[src/rtl/core/lbsg_pkg.sv]
// Shared types, constants and tables for the lidar ball finder.
// No dependencies.
`default_nettype none
package lbsg_pkg;

  localparam int GridColsDef = 13;
  localparam int GridRowsDef = 20;
  localparam int CellMmDef   = 400;

  localparam int InTdataW  = 32;
  localparam int OutTdataW = 48;
  localparam int CfgW      = 21;
  localparam int CfgIdxW   = 2;

  localparam int DistW = 14;
  localparam int AngW  = 16;
  localparam int TW    = 28;  // angle in Q.16 degrees
  localparam int XyW   = 20;  // CORDIC x/y, signed Q3.16
  localparam int ProdW = DistW + 1 + XyW;
  localparam int SumW  = 40;
  localparam int NW    = 24;  // divider dividend width
  localparam int CellW = 16;
  localparam int OutCellW = 13;
  localparam int CntW  = 8;
  localparam int ItW   = 4;
  localparam int CordicSteps = 16;

  localparam logic [AngW-1:0] AngEdgeLo = 16'd512;
  localparam logic [AngW-1:0] AngEdgeHi = 16'd19200;
  localparam logic [AngW-1:0] AngEnd    = 16'd19584;
  localparam logic [DistW-1:0] DistEdge = 14'd5000;
  localparam logic [DistW-1:0] DistMax  = 14'd1200;
  localparam int ArcMin = 1000 * 128;
  localparam int ArcMax = 4500 * 128;

  localparam logic signed [TW-1:0] TFull    = 28'sd23592960;
  localparam logic signed [TW-1:0] THalf    = 28'sd11796480;
  localparam logic signed [TW-1:0] TQuarter = 28'sd5898240;
  localparam logic signed [TW-1:0] TMount   = 28'sd2628456;
  localparam logic signed [XyW-1:0] CordicGain = 20'sd39797;
  localparam int MountMm = 250;

  typedef enum logic [1:0] {
    REG_POSE_X   = 2'd0,
    REG_POSE_Y   = 2'd1,
    REG_HEADING  = 2'd2
  } reg_idx_e;

  typedef enum logic [3:0] {
    S_CLEAR, S_IDLE, S_LOAD, S_REDUCE, S_ITER, S_STORE,
    S_MULX, S_MULY, S_SUM, S_DLOAD, S_DIV, S_GRD, S_GWR, S_OUT
  } ctrl_state_e;

  typedef struct packed {
    logic accept;
    logic clr_wr;
    logic ang_load;
    logic ang_sel;
    logic red_step;
    logic iter;
    logic store;
    logic mul;
    logic mul_sel;
    logic sum;
    logic div_load;
    logic div_step;
    logic grid_wr;
    logic out_load;
  } dp_cmd_t;

  typedef struct packed {
    logic emit;
    logic clr_last;
    logic red_done;
    logic it_last;
    logic out_free;
  } dp_stat_t;

  function automatic logic signed [TW-1:0] atan_q16(input logic [ItW-1:0] i);
    logic signed [TW-1:0] r;
    case (i)
      4'd0:  r = 28'sd2949120;
      4'd1:  r = 28'sd1740967;
      4'd2:  r = 28'sd919879;
      4'd3:  r = 28'sd466945;
      4'd4:  r = 28'sd234379;
      4'd5:  r = 28'sd117304;
      4'd6:  r = 28'sd58665;
      4'd7:  r = 28'sd29335;
      4'd8:  r = 28'sd14668;
      4'd9:  r = 28'sd7334;
      4'd10: r = 28'sd3667;
      4'd11: r = 28'sd1833;
      4'd12: r = 28'sd917;
      4'd13: r = 28'sd458;
      4'd14: r = 28'sd229;
      4'd15: r = 28'sd115;
      default: r = '0;
    endcase
    return r;
  endfunction

endpackage
`default_nettype wire

[src/rtl/core/lbsg_ctrl.sv]
// Sequencer for the ball finder: grid clear, item intake, CORDIC passes,
// position math, cell division, grid update and result hand-off. Uses lbsg_pkg.
`default_nettype none
module lbsg_ctrl (
  input  wire logic               clk_i,
  input  wire logic               rst_ni,
  input  wire logic               s_axis_tvalid,
  output logic                    s_axis_tready,
  input  wire lbsg_pkg::dp_stat_t stat_i,
  output lbsg_pkg::dp_cmd_t       cmd_o
);
  import lbsg_pkg::*;

  ctrl_state_e state_q, state_d;
  logic pass_q, pass_d;

  always_ff @(posedge clk_i or negedge rst_ni) begin
    if (!rst_ni) begin
      state_q <= S_CLEAR;
      pass_q  <= 1'b0;
    end else begin
      state_q <= state_d;
      pass_q  <= pass_d;
    end
  end

  // next state
  always_comb begin
    state_d = state_q;
    pass_d  = pass_q;
    case (state_q)
      S_CLEAR:  if (stat_i.clr_last) state_d = S_IDLE;
      S_IDLE: begin
        if (s_axis_tvalid && stat_i.emit) begin
          state_d = S_LOAD;
          pass_d  = 1'b0;
        end
      end
      S_LOAD:   state_d = S_REDUCE;
      S_REDUCE: if (stat_i.red_done) state_d = S_ITER;
      S_ITER:   if (stat_i.it_last) state_d = S_STORE;
      S_STORE: begin
        if (pass_q) begin
          state_d = S_MULX;
        end else begin
          pass_d  = 1'b1;
          state_d = S_LOAD;
        end
      end
      S_MULX:   state_d = S_MULY;
      S_MULY:   state_d = S_SUM;
      S_SUM:    state_d = S_DLOAD;
      S_DLOAD:  state_d = S_DIV;
      S_DIV:    state_d = S_GRD;
      S_GRD:    state_d = S_GWR;
      S_GWR:    state_d = S_OUT;
      S_OUT:    if (stat_i.out_free) state_d = S_IDLE;
      default:  state_d = S_CLEAR;
    endcase
  end

  // outputs
  always_comb begin
    cmd_o         = '0;
    s_axis_tready = 1'b0;
    cmd_o.ang_sel = pass_q;
    case (state_q)
      S_CLEAR:  cmd_o.clr_wr = 1'b1;
      S_IDLE: begin
        s_axis_tready = 1'b1;
        cmd_o.accept  = s_axis_tvalid;
      end
      S_LOAD:   cmd_o.ang_load = 1'b1;
      S_REDUCE: cmd_o.red_step = 1'b1;
      S_ITER:   cmd_o.iter = 1'b1;
      S_STORE:  cmd_o.store = 1'b1;
      S_MULX:   cmd_o.mul = 1'b1;
      S_MULY: begin
        cmd_o.mul     = 1'b1;
        cmd_o.mul_sel = 1'b1;
      end
      S_SUM:    cmd_o.sum = 1'b1;
      S_DLOAD:  cmd_o.div_load = 1'b1;
      S_DIV:    cmd_o.div_step = 1'b1;
      S_GRD:    cmd_o.clr_wr = 1'b0;
      S_GWR:    cmd_o.grid_wr = 1'b1;
      S_OUT:    cmd_o.out_load = stat_i.out_free;
      default:  cmd_o = '0;
    endcase
  end
endmodule
`default_nettype wire

[config.mk]
export PLATFORM = sky130hd
export DESIGN_NAME = lbsg_ctrl
export DESIGN_NICKNAME = d
export VERILOG_FILES = /design/src/rtl/core/lbsg_pkg.sv /design/src/rtl/core/lbsg_ctrl.sv
export SDC_FILE = /design/constraint.sdc
export NUM_CORES = 1
export LEC_CHECK = 0
export BUFFER_PORTS_ARGS = -buffer_cell sky130_fd_sc_hd__buf_4
export CELL_PAD_IN_SITES_DETAIL_PLACEMENT = 2
export CELL_PAD_IN_SITES_GLOBAL_PLACEMENT = 2
export CORE_ASPECT_RATIO = 1.4
export CORE_MARGIN = 2
export CORE_UTILIZATION = 23
export DETAILED_ROUTE_END_ITERATION = 8
export PLACE_DENSITY = 0.85
export SETUP_SLACK_MARGIN = 0.2
export SLEW_MARGIN = 10
export SYNTH_ARGS = -nofsm -noshare
export SYNTH_HDL_FRONTEND = slang
export SYNTH_SLANG_ARGS = --single-unit
[constraint.sdc]
create_clock -name clk_i -period 4.27 [get_ports clk_i]
set_input_delay 0.427 -clock clk_i [delete_from_list [all_inputs] [get_ports clk_i]]
set_output_delay 0.427 -clock clk_i [all_outputs]
set_load 0.005 [all_outputs]
==> flow_summary.toml <==
[outcome]
outcome = "finished, final reports clean"

[power]
fin_total_pwr_mw = 0.456
power_density_nw_per_um2 = 704
p_leak_nw = 0.295
vdd_drop_max_mv = 0.273

[global_routing]
grt_pass1_vias = 533
groute.usage.overall = 0.152
grt_max_degree = 17
grt_pass1_wl_um = 2420
overflow = 0
antenna_found_initial = 0

[worst_setup_path]
critPathKind = "reg2out"
crit_family = "simple AND/OR/NAND/NOR gates"
slowest_delay_ns = 0.56
setup.worst_path.start_class = "flop"
path_max_fanout = 16
critical_path.cell_chain = "nor4b_4 -> and2_1 -> buf_4"
r2r_slack_ns = 2.43
cp.arrival_ns = 1.58
cp_num_buf_inv = 1
end_kind = "primary output"
worstPathRequired_ns = 3.84
cp_slowest_cell = "dfrtp_1"

[routing]
drtIter0Drc = 6
first_pass_iters = 3
drc = 0
vias_per_cell = 5.27
wirelength_um = 1510
ant_nets = 0
detail_route.wl_per_cell_um = 15.0
num_vias = 532

[clocking]
clkLatencyLatePin_ns = 0.25
holdBufCountCts = 1
cts_buffers = 3
cts.clk_slew.worst_paths_ns = 0.05
cts-root-buf = "clkbuf_4"
cts.sinks = 5
clockBufferDepth = 2
cts_tree = "built"
ctsResizeCount = 0
htree_levels = 1
post_cts_buffers = 0

[logic_synthesis]
synth_area_leaders = "dfrtp_1, nor3_1, o21ai_0"
async_reset_ff_frac = 1.00
synth_seq_cells = 5
synth_area_leader_cell = "dfrtp_1"
ys_seq_area_frac = 0.282
yosys_warnings = 0
yosysMostFrequentCell = "nand2_1"
synth_cell_types = 23
synth_fp_nets = 67
synth_area_um2 = 443
synth_top_area_frac = 0.282
synth_ff_type = "dfrtp_1"
synthTopCellsByCount = "nand2_1, nor2_1, nor3_1, o21ai_0"
syn_area_per_cell_um2 = 7.51
synth_edf_count = 0
syn_inst = 59

[sta]
slew_headroom = 0.647
fin_crit_sh = 0.470
rsz0062_at_grt = "false"
tightest_slew_ns = 0.529
hold_violations = 0
fin_crit_ns = 2.01
drv_slew = 0
fmax_mhz = 498
clock_skew_ns = 0.00410
final-setup-viol-count = 0
fin_setup_tns_ns = 0

[die]
dieArea_um2 = 2300
die_y_um = 55.9
core_area_um2 = 1780
ios = 23
start_util = 0.249
rows = 18
die_width_um = 41.1

[finish]
fillCellCount = 219
seq_area_um2 = 125
syn2layout_area_growth_pct = 46.0
diodes = 0
fin_nets = 90
drive_gt1_frac = 0.346
multi_input_area_um2 = 287

[job]
maxCapViolations = 0

[placed_design]
dp_hpwl_um = 1130
gp_congestion = 0.751
portBuffers = 22

[hold_path]
hold_class = "in2reg"
==> power breakdown <==
group          total [mW]  internal, mW  switching (mW)
combinational       0.250         0.139           0.111
clock              0.0571        0.0341          0.0230
sequential          0.148        0.0702          0.0783
==> cell usage in the layout, fill, tap and decap left out <==
cell and count:
a21boi_1 1, nor3b_1 1, mux2i_1 1, or4b_1 1
a21oi_1 5, mux2_4 1, nor3_1 6, and2_1 3
clkbuf_4 3, o31ai_1 2, clkinv_2 1, nor4b_4 1
nand2b_1 2, dfrtp_1 5, nor4_1 1, a22oi_1 1
nor2_1 6, inv_1 2, o41ai_1 1, dlygate4sd3_1 1
o21ai_0 6, nand2_1 7, buf_4 22, a221o_1 1
==> logic make-up after synthesis <==
group,share of synthesized area
buf+inv,0.0706
flops,0.282
simple gates,0.356
mux,0.0565
compound gates,0.234
==> flip-flops by register name, summed over array words and instances (netlist names) <==
register and flops:
state_q 4, pass_q 1
==> metrics by stage <==
step            util  cells  hold WS (ns)  cell area [um2]  setup slack, ns
6_report       0.364    101         0.385              647             2.26
5_1_grt        0.364    101         0.378              647             2.15
4_1_cts        0.364    101         0.384              647             2.25
3_5_place_dp   0.342     96         0.233              609             2.44
3_3_place_gp   0.342     96         0.231              609             2.47
2_1_floorplan      -     59         0.131              443             2.72
==> final timing paths <==
check | from | endpoint | depth (start not counted)
min in group asynchronous | rst_ni | state_q[0] | 2
max in group asynchronous | rst_ni | state_q[2] | 2
min reg2reg | pass_q | pass_q | 2
max reg2reg | state_q[1] | state_q[2] | 4
min | stat_i[2] | state_q[1] | 2
max | state_q[1] | cmd_o[13] | 3
==> per-layer routing <==
| metal | vias to the layer above | wire (um) | part of all wire | global-route usage |
|---|---|---|---|---|
| li1 | 254 | - | - | - |
| met1 | 251 | 591 | 0.39 | 0.181 |
| met2 | 23 | 770 | 0.51 | 0.239 |
| met3 | 4 | 122 | 0.081 | 0.0520 |
| met4 | 0 | 30 | 0.020 | 0.0553 |
| met5 | - | 0 | 0 | 0 |
==> final cells by class <==
class,instances,share of cell area
Sequential cell,5,0.193
Tap cell,20,0.0387
Clock inverter,1,0.00774
Clock buffer,3,0.0348
Timing Repair Buffer,23,0.271
Multi-Input combinational cell,47,0.443
Inverter,2,0.0116
No activity file was read; power rests on OpenSTA's default activity.
